[src/hw/rtl/vcta_pkg.sv]
// Package: widths, register indexes and pipeline types for the voxel tile address block.
`timescale 1ns / 1ps
package vcta_pkg;

    localparam int COORD_BITS = 16;
    localparam int TILE_BITS  = 8;
    localparam int TS_W       = TILE_BITS + 1;
    localparam int IN_W       = COORD_BITS + 1;
    localparam int CNT_W      = COORD_BITS + 1;
    localparam int TIP_W      = 2 * CNT_W;
    localparam int PLANE_W    = 2 * TS_W;
    localparam int DIV_STAGES = COORD_BITS;
    localparam int N_AXES     = 3;
    localparam int N_LANES    = 2 * N_AXES;
    localparam int CFG_IDX_W  = 3;
    localparam int CFG_DATA_W = 16;
    localparam int INDEX_W    = 48;
    localparam int OFFSET_W   = 24;
    localparam int COUNT_W    = 25;

    localparam logic [CFG_IDX_W-1:0] REG_REGION_COLS   = 3'd0;
    localparam logic [CFG_IDX_W-1:0] REG_REGION_ROWS   = 3'd1;
    localparam logic [CFG_IDX_W-1:0] REG_REGION_DEPTHS = 3'd2;
    localparam logic [CFG_IDX_W-1:0] REG_TILE_SIZE_X   = 3'd3;
    localparam logic [CFG_IDX_W-1:0] REG_TILE_SIZE_Y   = 3'd4;
    localparam logic [CFG_IDX_W-1:0] REG_TILE_SIZE_Z   = 3'd5;

    localparam logic [TS_W-1:0] TILE_MAX = {1'b1, {TILE_BITS{1'b0}}};

    // One division lane: quotient shifts in at the bottom of num.
    typedef struct packed {
        logic [COORD_BITS-1:0] num;
        logic [TILE_BITS-1:0]  rem;
    } div_lane_t;

    // Lanes 0..2: coordinate x,y,z; lanes 3..5: region extent minus one.
    typedef struct packed {
        logic                                valid;
        logic                                ok;
        logic [N_AXES-1:0][TS_W-1:0]         tsize;
        logic [N_LANES-1:0][$bits(div_lane_t)-1:0] lane;
    } stage_t;

endpackage

[src/hw/rtl/vcta_div_cell.sv]
// Division cell: one restoring quotient bit for all six lanes, registered.
`timescale 1ns / 1ps
module vcta_div_cell (
    input  logic            clk,
    input  logic            rst_n,
    input  logic            adv,
    input  vcta_pkg::stage_t stage_in,
    output vcta_pkg::stage_t stage_out
);
    import vcta_pkg::*;

    logic      valid_reg;
    stage_t    data_reg;
    stage_t    data_next;
    div_lane_t lane_cur  [N_LANES];
    div_lane_t lane_nxt  [N_LANES];
    logic [TS_W-1:0] trial [N_LANES];
    logic [TS_W-1:0] diff  [N_LANES];
    logic            ge    [N_LANES];

    always_comb
    begin
        data_next = stage_in;
        for (int l = 0; l < N_LANES; l++)
        begin
            lane_cur[l] = div_lane_t'(stage_in.lane[l]);
            trial[l] = {lane_cur[l].rem, lane_cur[l].num[COORD_BITS-1]};
            diff[l]  = trial[l] - stage_in.tsize[l % N_AXES];
            ge[l]    = trial[l] >= stage_in.tsize[l % N_AXES];
            lane_nxt[l].rem = ge[l] ? diff[l][TILE_BITS-1:0] : trial[l][TILE_BITS-1:0];
            lane_nxt[l].num = {lane_cur[l].num[COORD_BITS-2:0], ge[l]};
            data_next.lane[l] = lane_nxt[l];
        end
    end

    always_ff @(posedge clk or negedge rst_n)
    begin
        if (!rst_n)
            valid_reg <= 1'b0;
        else if (adv)
            valid_reg <= stage_in.valid;
    end

    always_ff @(posedge clk)
    begin
        if (adv)
            data_reg <= data_next;
    end

    always_comb
    begin
        stage_out       = data_reg;
        stage_out.valid = valid_reg;
    end

endmodule

[config.mk]
export PLATFORM = sky130hd
export DESIGN_NAME = vcta_div_cell
export DESIGN_NICKNAME = d
export VERILOG_FILES = /design/src/hw/rtl/vcta_pkg.sv /design/src/hw/rtl/vcta_div_cell.sv
export SDC_FILE = /design/constraint.sdc
export NUM_CORES = 1
export LEC_CHECK = 0
export BUFFER_PORTS_ARGS = -buffer_cell sky130_fd_sc_hd__buf_2
export CAP_MARGIN = 20
export CORE_ASPECT_RATIO = 1.75
export CORE_MARGIN = 10
export CORE_UTILIZATION = 30
export CTS_CLUSTER_DIAMETER = 100
export DETAILED_ROUTE_END_ITERATION = 10
export PLACE_DENSITY = 0.53
export SYNTH_ARGS = -nofsm -noshare
export SYNTH_HDL_FRONTEND = slang
export SYNTH_SLANG_ARGS = --single-unit
[constraint.sdc]
create_clock -name clk -period 1.6 [get_ports clk]
set_clock_uncertainty 0.15 [all_clocks]
set_input_delay 0.24 -clock clk [delete_from_list [all_inputs] [get_ports clk]]
set_output_delay 0.24 -clock clk [all_outputs]
set_load 0.05 [all_outputs]
# == Yosys cells after proc, flatten, opt, wreduce, memory -nomap -nowiden ==
# Index checks and enable logic that the tools add are counted.
# totals
output_inout_bits,173
ff_bits,173
word_cells,29
# classes
addsub,6
mux,6
order_cmp,6
# op_table
operator,count
greater-or-equal comparator 9 bit,6
2-to-1 mux 8 bit,6
subtractor 8 bit,6

# == Logic depth before layout (Yosys ltp) ==
# logic_depth
depth_word,2
depth_mapped,8
mapped_depth_nobuf,8

# == Worst setup path before layout ==
# No wires, ideal clock.
# synth_path
path_kind,input port to flip-flop
from,in stage_in[119] (netlist bit)
to,reg data_reg (netlist bit stage_out[102]) (data pin)
path_stages,8
arrival_ns,1.753
setup_ns,0.260
slack_ns,-0.563
path_buffers,0
cell_sequence,inv_1 ha_1 fa_1 nor2b_1 o31a_1 nor4_1 a311o_1 mux2_2
# synth_lines
item,line,source
start: declaration,vcta_div_cell.sv:7,"input vcta_pkg::stage_t stage_in,"
end signal: assignment,vcta_div_cell.sv:47,data_reg <= data_next;
end: declaration,vcta_div_cell.sv:13,stage_t data_reg;

==> results.md <==
- Worst vdd ir: 0.692 mV
- IO buf count: approximately 350
- GRT Total Usage: roughly 17%
- Vias per Instance: 4.48
- Final hold vios: 0
- Core ar.: roughly 27,000 µm²
- Flops & latches, synth: around 170
- Clock transition at path regs: ~0.07 ns
- Row count: 80
- Hpwl dp: 23.0 mm
- Most common flop cell mapped by yosys: edfxtp_1
- F_max: 580 MHz
- FFs w/ async S/R, synth: 0.578%
- Critical path endpoint category: flop
- Starting density of the core: just over 30%
- Worst skew pair latency: between 0.4 and 0.5 ns
- Clock sink count: between 150 and 200
- Pwr Total: 15.0 mW
- Comb power frac: about a third
- Largest family of logic cells by synthesized area: compound AO/OA/AOI/OAI gates
- First-pass GRT wire length: about 45 mm
- Slew headroom: a little under three quarters
- Post-synth EDFFs: ~170
- TNS Setup: -1.44 ns
- Period utilization: 108%
- Synth unique cells: 46
- Sw frac: 35.2%
- Outcome: complete, but fails checks
- Largest net degree at the start of global routing: 38
- WL final: a little under 30 mm
- Worst setup margin: -0.125 ns
- Flop pwr share: approximately 37%
- Residual DRC: 0
- Synth warn: 0
- DR vias: ~7,100
- RSZ-0062 raised after global routing: yes
- NetSw: approximately 5.3 mW
- DIE WIDTH: 145 µm
- Critical Path AT: roughly 1.8 ns
- Power per Cell Area: between 1000 and 1500 nW/µm²
- Max reg flops: around 170
- Nets: 1,445
- Compound-Gate Fraction of Synth Area: 10.0%
- Tmin final: 1.72 ns
- Mapped cell area: between 8000 and 9000 µm²
- XOR/XNOR Fraction of Synth Area: under 10%
- Max-cap violations: 0
- Share of the yosys chip area belonging to registers: a little over three fifths
- Measured slew at the worst slew-check pin: between 0.4 and 0.5 ns
- Failing checks: negative setup slack
- Area Overhead vs Synth: 81.3%
- Initial antenna violation count: 3
- Gp weighted congestion: a little over 0.8
- Hold WS: around 0.042 ns
- CTS buffer count: 17
- Die height: 239 µm
- Final std cells w/o fill: approximately 1,600
- First drt pass iteration count: 5
- 1st-iter DRT viols: 231
- I/O pin total: roughly 350
- Clk buf depth: 2
- Leak Pwr: ~6.4 nW
- Setup violators final: 20
- Synthesized net count: between 700 and 800
- Drt wl/cell: 18.7 µm
- Hold crit path type: in2reg
- Root Driver: clkbuf_16
- Final Max Slew Viols: 0
- Critical Path Start Type: input pin
- Crit path required time: about 1.7 ns
- Synthesized instance count: 550
- CTS tree: yes
- Vias in the first global route: roughly 7,700
- Die area: about 35,000 µm²
- Dpl cells: 1,384
- Internal Pwr Total: between 9 and 10 mW
- CP Class: in2reg
- Mean Syn Cell Area: 15.0 µm²
- Dpl ws: -0.734 ns
- GRT overflow: 0
- Crit path max fanout: 3
- Synth Area in Simple Gates: under 10%
- H-tree levels: 4
- Final ANT Viol Nets: 0
- Fraction of layout cells with a size suffix above 1: a little under three fifths
- Mux share of post-synthesis cell area: 6.79%
- Clk network pwr share: between 20 and 30%
- Post-Synth Adder-Cell Area: roughly a tenth
==> Yosys cell counts, types with 4 or more instances <==
cell type,count,share of area [%]
edfxtp_1,172,63
ha_1,54,8.2
inv_1,49,2.2
mux2_2,30,4.1
xnor2_1,24,2.6
a21oi_1,23,1.4
nor2_1,21,0.96
nand2b_1,15,1.1
nand2_1,13,0.59
mux2i_1,12,1.5
nor3_1,11,0.67
o21ai_0,10,0.61
a21o_1,9,0.82
nand4_1,9,0.68
o211ai_1,9,0.82
o21a_1,8,0.73
fa_1,6,1.5
mux2_4,6,1.1
nand3_1,6,0.36
nor2b_1,6,0.46
a211o_1,5,0.53
o21ai_4,5,0.99
a211oi_1,4,0.36
a21oi_2,4,0.43
o311a_1,4,0.49
==> what timing repair did <==
action | CTS | global route
pin swaps | 35 | 31
resized for setup | 56 | 49
setup buffers | 16 | 5
hold buffers | 155 | 0
hold endpoints to repair | 154 | 0
endpoints found under the setup margin | 47 | 46
cloned | 1 | 0
==> cells by family after synthesis <==
kind of cell,after synthesis
DFF,173
AOI/OAI and AO/OA,103
and+or+nand+nor,89
adders and majority gates,60
buffers and inverters,52
muxes,49
xor gates and xnor gates,24
==> cell usage in the layout, fill, tap and decap left out, types with 8 or more instances in the layout <==
master,instances
buf_6,16
o21a_1,8
nand2_1,10
inv_12,8
buf_12,14
nand2b_1,10
nor2_1,16
ha_1,14
inv_2,8
buf_4,126
mux2_4,36
a21oi_1,16
mux2i_1,12
ha_4,40
nand4_1,9
xnor2_1,24
inv_1,27
o211ai_1,9
buf_2,329
clkbuf_16,17
a21o_1,9
edfxtp_1,172
dlygate4sd3_1,155
nor3_1,8
==> metrics by stage <==
step,util [%],area [µm²]
after CTS,54.0,14700
after global placement,44.5,12100
after floorplan,-,8940
after global routing,54.8,14900
final,54.8,14900
after detailed placement,44.5,12100
==> layout make-up <==
class | count | area, µm²
Clock inverter | 15 | 211
Inverter | 49 | 278
Sequential cell | 173 | 5190
Fill cell | 2321 | 12300
Clock buffer | 17 | 425
Timing Repair Buffer | 642 | 4630
Multi-Input combinational cell | 326 | 3720
Antenna cell | 2 | 5.00
Tap cell | 369 | 462
==> final timing paths <==
check | start | to | slack (ns) | cells past startpoint
hold reg to reg | valid_reg | valid_reg | 0.36 | 1
setup / recovery | stage_in[154] | stage_out[30] | -0.12 | 8
setup reg to reg | valid_reg | valid_reg | 0.71 | 1
max in group asynchronous | rst_n | valid_reg | 0.74 | 3
hold / removal | adv | stage_out[51] | 0.04 | 2
min in group asynchronous | rst_n | valid_reg | 0.46 | 3
==> power groups by stage <==
stage / clock [mW] / sequential, mW / combinational (mW)
2_1_floorplan: 0 / 7.27 / 1.40
3_3_place_gp: 0 / 5.71 / 4.46
3_5_place_dp: 0 / 5.72 / 4.49
4_1_cts: 4.51 / 5.62 / 5.03
5_1_grt: 4.66 / 5.66 / 5.38
6_report: 4.35 / 5.61 / 5.07
==> per-layer routing <==
metal | vias up | GRT usage (%) | share of wire (%)
li1 | 3444 | - | -
met1 | 3407 | 16.4 | 34
met2 | 241 | 32.5 | 57
met3 | 37 | 5.31 | 6.9
met4 | 2 | 6.77 | 2.0
met5 | - | 0 | 0.044
==> critical path: stages <==
cell and delay (ns):
buf_2 0.11, buf_4 0.15, fa_2 0.39, nor2b_4 0.14, o31a_4 0.15, nor4_1 0.06, a311o_1 0.28, mux2_4 0.25
Note: power is estimated with default switching activity, not from simulation.
