[config.mk]
export PLATFORM = sky130hd
export DESIGN_NAME = vcta_tile_calc_flat
export DESIGN_NICKNAME = d
export VERILOG_FILES = /design/src/hw/rtl/vcta_pkg.sv /design/src/hw/rtl/vcta_coord_if.sv /design/src/hw/rtl/vcta_tile_calc.sv /design/src/flat_wrapper.sv
export SDC_FILE = /design/constraint.sdc
export NUM_CORES = 2
export LEC_CHECK = 0
export BUFFER_PORTS_ARGS = -buffer_cell sky130_fd_sc_hd__clkbuf_2
export CORE_MARGIN = 2
export CORE_UTILIZATION = 55
export DETAILED_ROUTE_END_ITERATION = 12
export GPL_ROUTABILITY_DRIVEN = 0
export PLACE_DENSITY_LB_ADDON = 0.3
export SYNTH_ARGS = -nofsm -noshare
export SYNTH_HDL_FRONTEND = slang
export SYNTH_SLANG_ARGS = --single-unit
[constraint.sdc]
create_clock -name clk -period 7.9 [get_ports clk]
set_input_delay 0.79 -clock clk [delete_from_list [all_inputs] [get_ports clk]]
set_output_delay 0.79 -clock clk [all_outputs]
set_load 0.01 [all_outputs]
[src/hw/rtl/vcta_pkg.sv]
// Package: widths, register indexes and pipeline types for the voxel tile address block.
`timescale 1ns / 1ps
package vcta_pkg;

    localparam int COORD_BITS = 16;
    localparam int TILE_BITS  = 8;
    localparam int TS_W       = TILE_BITS + 1;
    localparam int IN_W       = COORD_BITS + 1;
    localparam int CNT_W      = COORD_BITS + 1;
    localparam int TIP_W      = 2 * CNT_W;
    localparam int PLANE_W    = 2 * TS_W;
    localparam int DIV_STAGES = COORD_BITS;
    localparam int N_AXES     = 3;
    localparam int N_LANES    = 2 * N_AXES;
    localparam int CFG_IDX_W  = 3;
    localparam int CFG_DATA_W = 16;
    localparam int INDEX_W    = 48;
    localparam int OFFSET_W   = 24;
    localparam int COUNT_W    = 25;

    localparam logic [CFG_IDX_W-1:0] REG_REGION_COLS   = 3'd0;
    localparam logic [CFG_IDX_W-1:0] REG_REGION_ROWS   = 3'd1;
    localparam logic [CFG_IDX_W-1:0] REG_REGION_DEPTHS = 3'd2;
    localparam logic [CFG_IDX_W-1:0] REG_TILE_SIZE_X   = 3'd3;
    localparam logic [CFG_IDX_W-1:0] REG_TILE_SIZE_Y   = 3'd4;
    localparam logic [CFG_IDX_W-1:0] REG_TILE_SIZE_Z   = 3'd5;

    localparam logic [TS_W-1:0] TILE_MAX = {1'b1, {TILE_BITS{1'b0}}};

    // One division lane: quotient shifts in at the bottom of num.
    typedef struct packed {
        logic [COORD_BITS-1:0] num;
        logic [TILE_BITS-1:0]  rem;
    } div_lane_t;

    // Lanes 0..2: coordinate x,y,z; lanes 3..5: region extent minus one.
    typedef struct packed {
        logic                                valid;
        logic                                ok;
        logic [N_AXES-1:0][TS_W-1:0]         tsize;
        logic [N_LANES-1:0][$bits(div_lane_t)-1:0] lane;
    } stage_t;

endpackage

[src/hw/rtl/vcta_coord_if.sv]


interface vcta_addr_if;
    import vcta_pkg::*;
    logic                  valid;
    logic                  ready;
    logic                  in_range;
    logic [INDEX_W-1:0]    tile_index;
    logic [OFFSET_W-1:0]   cell_offset;
    logic [TS_W-1:0]       tile_cols;
    logic [TS_W-1:0]       tile_rows;
    logic [TS_W-1:0]       tile_depths;
    logic [TILE_BITS-1:0]  pad_x;
    logic [TILE_BITS-1:0]  pad_y;
    logic [TILE_BITS-1:0]  pad_z;
    logic [COUNT_W-1:0]    cell_count;
    modport source (output valid, in_range, tile_index, cell_offset, tile_cols, tile_rows,
                    tile_depths, pad_x, pad_y, pad_z, cell_count, input ready);
    modport sink   (input valid, in_range, tile_index, cell_offset, tile_cols, tile_rows,
                    tile_depths, pad_x, pad_y, pad_z, cell_count, output ready);
endinterface

[src/hw/rtl/vcta_tile_calc.sv]
// Tile calc: clipping, padding, then index, offset and cell count products.
`timescale 1ns / 1ps
module vcta_tile_calc (
    input  logic             clk,
    input  logic             rst_n,
    input  logic             adv,
    input  vcta_pkg::stage_t stage_in,
    vcta_addr_if.source      addr
);
    import vcta_pkg::*;

    div_lane_t lane [N_LANES];
    logic [TS_W-1:0]      last_ext [N_AXES];
    logic [TS_W-1:0]      ext      [N_AXES];
    logic [TS_W-1:0]      pad_diff [N_AXES];

    // stage A
    logic                  a_valid_reg;
    logic                  a_ok_reg;
    logic [COORD_BITS-1:0] a_tile_reg [N_AXES];
    logic [TILE_BITS-1:0]  a_off_reg  [N_AXES];
    logic [TS_W-1:0]       a_ext_reg  [N_AXES];
    logic [TILE_BITS-1:0]  a_pad_reg  [N_AXES];
    logic [CNT_W-1:0]      a_ntx_reg;
    logic [TIP_W-1:0]      a_tip_reg;
    logic [PLANE_W-1:0]    a_plane_reg;
    logic [PLANE_W-1:0]    a_cyz_reg;
    logic [TS_W-1:0]       a_tsx_reg;
    logic [CNT_W-1:0]      ntx;
    logic [CNT_W-1:0]      nty;

    // stage B
    logic [TIP_W+COORD_BITS-1:0] idx_sum;
    logic [PLANE_W+TILE_BITS:0]  off_sum;
    logic [TS_W+PLANE_W-1:0]     cnt_prod;
    logic                  out_valid_reg;

    always_comb
    begin
        for (int l = 0; l < N_LANES; l++)
            lane[l] = div_lane_t'(stage_in.lane[l]);
        for (int a = 0; a < N_AXES; a++)
        begin
            last_ext[a] = {1'b0, lane[a+N_AXES].rem} + TS_W'(1);
            ext[a]      = (lane[a].num == lane[a+N_AXES].num) ? last_ext[a]
                                                             : stage_in.tsize[a];
            pad_diff[a] = stage_in.tsize[a] - ext[a];
        end
        ntx = {1'b0, lane[N_AXES].num} + CNT_W'(1);
        nty = {1'b0, lane[N_AXES+1].num} + CNT_W'(1);
    end

    always_ff @(posedge clk or negedge rst_n)
    begin
        if (!rst_n)
        begin
            a_valid_reg   <= 1'b0;
            out_valid_reg <= 1'b0;
        end
        else if (adv)
        begin
            a_valid_reg   <= stage_in.valid;
            out_valid_reg <= a_valid_reg;
        end
    end

    always_ff @(posedge clk)
    begin
        if (adv)
        begin
            a_ok_reg <= stage_in.ok;
            for (int a = 0; a < N_AXES; a++)
            begin
                a_tile_reg[a] <= lane[a].num;
                a_off_reg[a]  <= lane[a].rem;
                a_ext_reg[a]  <= ext[a];
                a_pad_reg[a]  <= pad_diff[a][TILE_BITS-1:0];
            end
            a_ntx_reg   <= ntx;
            a_tip_reg   <= ntx * nty;
            a_plane_reg <= stage_in.tsize[0] * stage_in.tsize[1];
            a_cyz_reg   <= ext[1] * ext[2];
            a_tsx_reg   <= stage_in.tsize[0];
        end
    end

    always_comb
    begin
        idx_sum  = a_tip_reg * a_tile_reg[2]
                 + a_ntx_reg * a_tile_reg[1]
                 + a_tile_reg[0];
        off_sum  = a_plane_reg * a_off_reg[2]
                 + a_tsx_reg * a_off_reg[1]
                 + a_off_reg[0];
        cnt_prod = a_ext_reg[0] * a_cyz_reg;
    end

    always_ff @(posedge clk)
    begin
        if (adv)
        begin
            addr.in_range    <= a_ok_reg;
            addr.tile_index  <= idx_sum[INDEX_W-1:0];
            addr.cell_offset <= off_sum[OFFSET_W-1:0];
            addr.tile_cols   <= a_ext_reg[0];
            addr.tile_rows   <= a_ext_reg[1];
            addr.tile_depths <= a_ext_reg[2];
            addr.pad_x       <= a_pad_reg[0];
            addr.pad_y       <= a_pad_reg[1];
            addr.pad_z       <= a_pad_reg[2];
            addr.cell_count  <= cnt_prod[COUNT_W-1:0];
        end
    end

    assign addr.valid = out_valid_reg;

endmodule

[src/flat_wrapper.sv]
// flat-port wrapper written by rule: the top's interface ports become plain ports
module vcta_tile_calc_flat import vcta_pkg::*;
  (clk, rst_n, adv, stage_in, addr_valid, addr_in_range, addr_tile_index, addr_cell_offset, addr_tile_cols, addr_tile_rows, addr_tile_depths, addr_pad_x, addr_pad_y, addr_pad_z, addr_cell_count, addr_ready);
  vcta_addr_if addr_i ();
  input  logic clk;
  input  logic rst_n;
  input  logic adv;
  input  vcta_pkg::stage_t stage_in;
  output wire logic [$bits(addr_i.valid)-1:0] addr_valid;
  output wire logic [$bits(addr_i.in_range)-1:0] addr_in_range;
  output wire logic [$bits(addr_i.tile_index)-1:0] addr_tile_index;
  output wire logic [$bits(addr_i.cell_offset)-1:0] addr_cell_offset;
  output wire logic [$bits(addr_i.tile_cols)-1:0] addr_tile_cols;
  output wire logic [$bits(addr_i.tile_rows)-1:0] addr_tile_rows;
  output wire logic [$bits(addr_i.tile_depths)-1:0] addr_tile_depths;
  output wire logic [$bits(addr_i.pad_x)-1:0] addr_pad_x;
  output wire logic [$bits(addr_i.pad_y)-1:0] addr_pad_y;
  output wire logic [$bits(addr_i.pad_z)-1:0] addr_pad_z;
  output wire logic [$bits(addr_i.cell_count)-1:0] addr_cell_count;
  input wire logic [$bits(addr_i.ready)-1:0] addr_ready;
  assign addr_valid = addr_i.valid;
  assign addr_in_range = addr_i.in_range;
  assign addr_tile_index = addr_i.tile_index;
  assign addr_cell_offset = addr_i.cell_offset;
  assign addr_tile_cols = addr_i.tile_cols;
  assign addr_tile_rows = addr_i.tile_rows;
  assign addr_tile_depths = addr_i.tile_depths;
  assign addr_pad_x = addr_i.pad_x;
  assign addr_pad_y = addr_i.pad_y;
  assign addr_pad_z = addr_i.pad_z;
  assign addr_cell_count = addr_i.cell_count;
  assign addr_i.ready = addr_ready;
  vcta_tile_calc u_core (.clk(clk), .rst_n(rst_n), .adv(adv), .stage_in(stage_in), .addr(addr_i));
endmodule
==> Yosys cells after proc, flatten, opt, wreduce, memory -nomap -nowiden <==
Memory sizes are Yosys's and may differ from the RTL's. A register that Yosys moved wholly into a read port is not among the register bits.
Cells that the tools add are included.
{ "word_totals": {"register_bits": 206, "word_cells": 45, "output_inout_bits": 150, "input_bits": 177, "latch_bits": 0, "mem_bits_rw": 123, "memories": 4, "rom_bits": 0} }
{ "classes": {"n_eq_ne": 3, "multipliers": 8, "n_addsub": 12, "div_mod_pow": 0, "n_lt_le_gt_ge": 0, "shifts": 0, "bitwise": 0, "reduce_logical": 0, "n_mux": 5} }
{ "memory_table": {"columns": ["name", "depth", "width", "rd", "rd_ports_with_merged_regs", "wr", "line", "rtl"], "rows": [
  ["u_core.a_tile_reg", 3, 16, 3, 0, 3, "vcta_tile_calc.sv:20", "logic [COORD_BITS-1:0] a_tile_reg [N_AXES];"],
  ["u_core.a_ext_reg", 3, 9, 3, 2, 3, "vcta_tile_calc.sv:22", "logic [TS_W-1:0] a_ext_reg [N_AXES];"],
  ["u_core.a_off_reg", 3, 8, 3, 0, 3, "vcta_tile_calc.sv:21", "logic [TILE_BITS-1:0] a_off_reg [N_AXES];"],
  ["u_core.a_pad_reg", 3, 8, 3, 3, 3, "vcta_tile_calc.sv:23", "logic [TILE_BITS-1:0] a_pad_reg [N_AXES];"]
]} }
{ "op_table": {"columns": ["cell", "n"], "rows": [
  ["48-bit by 16-bit adder with 48-bit output", 1],
  ["48-bit by 33-bit adder with 48-bit output", 1],
  ["16-bit == test", 3],
  ["34-bit by 16-bit multiplier with 48-bit output", 1],
  ["9-bit by 9-bit multiplier with 18-bit output", 2],
  ["16-bit by 1-bit adder with 17-bit output, second input constant", 2],
  ["17-bit by 17-bit multiplier with 34-bit output", 1],
  ["17-bit by 16-bit multiplier with 33-bit output", 1],
  ["8-bit by 1-bit adder with 9-bit output, second input constant", 3],
  ["9-bit 2-to-1 mux", 3],
  ["9-bit by 18-bit multiplier with 25-bit output", 1],
  ["24-bit by 17-bit adder with 24-bit output", 1],
  ["24-bit by 8-bit adder with 24-bit output", 1],
  ["18-bit by 8-bit multiplier with 24-bit output", 1],
  ["8-bit subtractor", 3],
  ["9-bit by 8-bit multiplier with 17-bit output", 1],
  ["1-bit 2-to-1 mux", 2]
]} }

==> Logic depth before layout (Yosys ltp) <==
{ "logic_depth": {"depth_word": 3, "depth_mapped": 30, "depth_no_buf": 28} }

==> Worst setup path before layout <==
Ideal clock, no wire load.
{ "synth_path": {"path_type": "in2reg", "from": "input stage_in[106] (netlist bit)", "to": "register u_core.a_tip_reg[33] (data pin)", "setup_slack_ns": 0.349, "path_stages": 27, "arrival_time_ns": 7.287, "setup_time_ns": 0.264, "t_required_ns": 7.636, "path_buffers": 2, "cell_sequence": "clkbuf_1 and3_1 and3_1 nand2_1 nor2_1 xor2_1 clkbuf_1 nand2_1 fa_1 fa_1 inv_1 fa_1 inv_1 fa_1 inv_1 fa_1 fa_1 ha_1 a21oi_1 o21ai_0 a21oi_1 o31ai_4 a2111oi_4 nor3_2 a41o_1 o41ai_2 xnor2_1"} }
{ "synth_via": {"elab_chain_cells": 2} }
{ "synth_rtl": {"columns": ["element", "line", "rtl"], "rows": [
  ["start: declaration", "flat_wrapper.sv:8", "input vcta_pkg::stage_t stage_in;"],
  ["16-bit by 1-bit adder with 17-bit output", "vcta_tile_calc.sv:50", "nty = {1'b0, lane[N_AXES+1].num} + CNT_W'(1);"],
  ["17-bit by 17-bit multiplier with 34-bit output", "vcta_tile_calc.sv:80", "a_tip_reg <= ntx * nty;"],
  ["end signal: assignment", "vcta_tile_calc.sv:80", null],
  ["end: declaration", "vcta_tile_calc.sv:25", "logic [TIP_W-1:0] a_tip_reg;"]
]} }
No other way between the ends.
A chain may end at the register's enable or synchronous reset.

==> run metrics <==
FF-to-FF Start u_core.a_tile_reg[0][20]; Highest Clock Rate about 0.13 GHz; total grt overflow 0; drc violations 0; endpoints failing hold 0; CTS buffer count between 40 and 50; #FFs+latches synth roughly 370; initial antenna violation count 12; Max Fanout on Critical Path 9; register-to-register setup slack between 150 and 200 ps; outcome finished, final reports clean; die width 354 um; top post-synthesis cells by area fa_1, edfxtp_1, ha_1; # port buffers around 330; Tcrit/Tclk final 0.978; ANT nets after route 0; Critical Path Stages 25; First-pass DRT Iterations 5; RSZ-0062 raised after global routing false; clock latency on the worst-skew pair about 640 ps; hold path start stage_in[3]; worst reg2reg endpoint u_core.addr.tile_index[46]; Post-Syn Instances 6889; final worst path period need 7730 ps; CP Capture Type register; CP startpoint u_core.a_tile_reg[0][20]; Layout Area Growth over Synthesis 9.27%; post-synth cell types 79; die outline height about 350 um; setup_tns 0 ps; Finished Core Util 0.605; first-pass GRT wire length 271000 um; via count between 40k and 50k; most common cell after layout, fill and taps aside inv_1; CTS Sinks approximately 370; largest net degree at the start of global routing about 160; row count 128; Bufs and invs on worst path 6; NumNets Final between 9k and 10k; hold crit path type input port to register; reg2reg path depth 25; CP delay by family, top adder cells; critical path's most frequent cell fa_1; DP HPWL approximately 140000 um; CTS H-tree lvls 2; Avg WL per Cell roughly 19 um; Top Ports between 300 and 400; Detailed Route Iter0 Violations ~3.7k; slowest stage delay, CP approximately 570 ps; Synth Cell Area 0.0675 mm^2; DIE AREA 0.126 mm^2; WHS Path Cells 1; Post-Layout Cell Count ~9k; Synth top area share 0.398; Clock transition at path regs about 60 ps; number of synthesized flops with an enable pin about 370; Critical Path AT between 8000 and 9000 ps; Avg Cell Area, Syn just under 10 um^2; Tightest Pin Transition between 1000 and 1500 ps; Worst EP required between 8000 and 9000 ps; placed cells around 8.8k; most frequent cells in the layout inv_1, fa_1, nand2_1; Slew HR 0.289; Hold EP u_core.a_off_reg[0][3]; Async SR Flop Fraction 0.00539; Final Skew 20.7 ps; slowest CP cell fa_1; CTS tree yes; Max Cap Viol 0; layout cells sized above 1 0.0897; Ys Warns 0; core area 0.122 mm^2; Initial Util 0.554; Clock Path Buffers 3; GRT Overall Usage 0.275; Total Wirelength between 150000 and 200000 um; Top FF cell, synth edfxtp_1; root buf cell clkbuf_16; Seq/Total Area, Yosys 0.165; vias per cell roughly 5.4; Synth area leader fa_1; CP Launch Type register; critical path class register to register; count of final setup violators 0; Synth Net Count about 9.0k; vias in the first global route 51.2k; Slew Viols, Final 0
## Yosys cell counts, types with 14 or more instances
cell      number
nand4_1       33
o21a_1        19
clkbuf_1     231
ha_1         628
nand3_1       46
xor2_1        65
o21bai_1      21
a21o_1        47
mux2_2        16
and2_1       638
fa_1        1342
a21oi_1      125
o21ai_1       14
nand2b_1      24
nand2_1      985
and3_1        27
edfxtp_1     369
nor3_1        19
o21ai_0       52
inv_1       1644
nor2b_1       23
xnor2_1      199
nor2_1       189
## routing by layer
metal | global-route usage | up-vias | share of wire
met1 | 0.365 | 24372 | 0.40
met3 | 0.0493 | 379 | 0.078
li1 | - | 21311 | -
met2 | 0.456 | 1787 | 0.48
met5 | 0 | - | 0.000072
met4 | 0.100 | 2 | 0.040
## cell type report
cell class | count | area (um^2)
clock inverters | 34 | 308
flip-flops and latches | 371 | 11100
multi-input cells | 4638 | 49400
well taps | 1625 | 2030
fillers | 10070 | 48100
inverters | 1644 | 6170
clock buffers | 51 | 1170
diodes | 10 | 25.0
repair buffers | 533 | 3560
## worst reg2reg max path, cell delays in order (launching register included)
cell       delay (ps)
edfxtp_1          550
buf_4             250
and2_1            180
fa_1              530
inv_1              50
fa_1              490
inv_1              60
fa_1              500
fa_1              570
fa_1              440
fa_1              460
fa_1              550
inv_1              70
fa_1              470
inv_1              40
ha_2              370
nand4_1           150
a211oi_2          240
a2bb2oi_1         150
a211o_1           290
nand3b_1          160
buf_4             160
nor4b_1           270
o22ai_1           200
o21ai_1           190
xor2_1             80
## how the worst max path moves through the flow
stage,slack [ps],endpoint
final,170,u_core.addr.tile_index[46]
after floorplan,350,u_core.a_tip_reg[33]
after global routing,3,u_core.addr.tile_index[46]
after detailed placement,-80,u_core.a_tip_reg[33]
after CTS,90,u_core.addr.tile_index[44]
after global placement,-20,u_core.a_tip_reg[33]
## through the flow
step	setup slack, ps	cell area (um^2)	hold WS, ps
2_1_floorplan	349	67500	400
3_3_place_gp	-24.6	71900	401
3_5_place_dp	-83.7	71900	405
4_1_cts	86.2	73400	288
5_1_grt	3.34	73800	306
6_report	170	73800	331
## cell families after synthesis
group / count (synthesis) / share of synthesized area
adders and majority gates: 1970 / 0.514
xor gates and xnor gates: 264 / 0.0342
and+or+nand+nor: 2010 / 0.142
buffers and inverters: 1880 / 0.105
AOI/OAI and AO/OA: 374 / 0.0367
DFF: 371 / 0.165
muxes: 20 / 0.00326
## timing repair
| action | 4_1_cts | 5_1_grt |
|---|---|---|
| hold buffers | 1 | 0 |
| hold endpoints to repair | 2 | 0 |
| setup buffers | 0 | 27 |
| gates resized for setup | 0 | 5 |
| setup endpoints to repair | 0 | 14 |
Power is left out: the tool's default activity adds up to more than one toggle a clock period on the data nets, which glitch-free logic cannot reach.
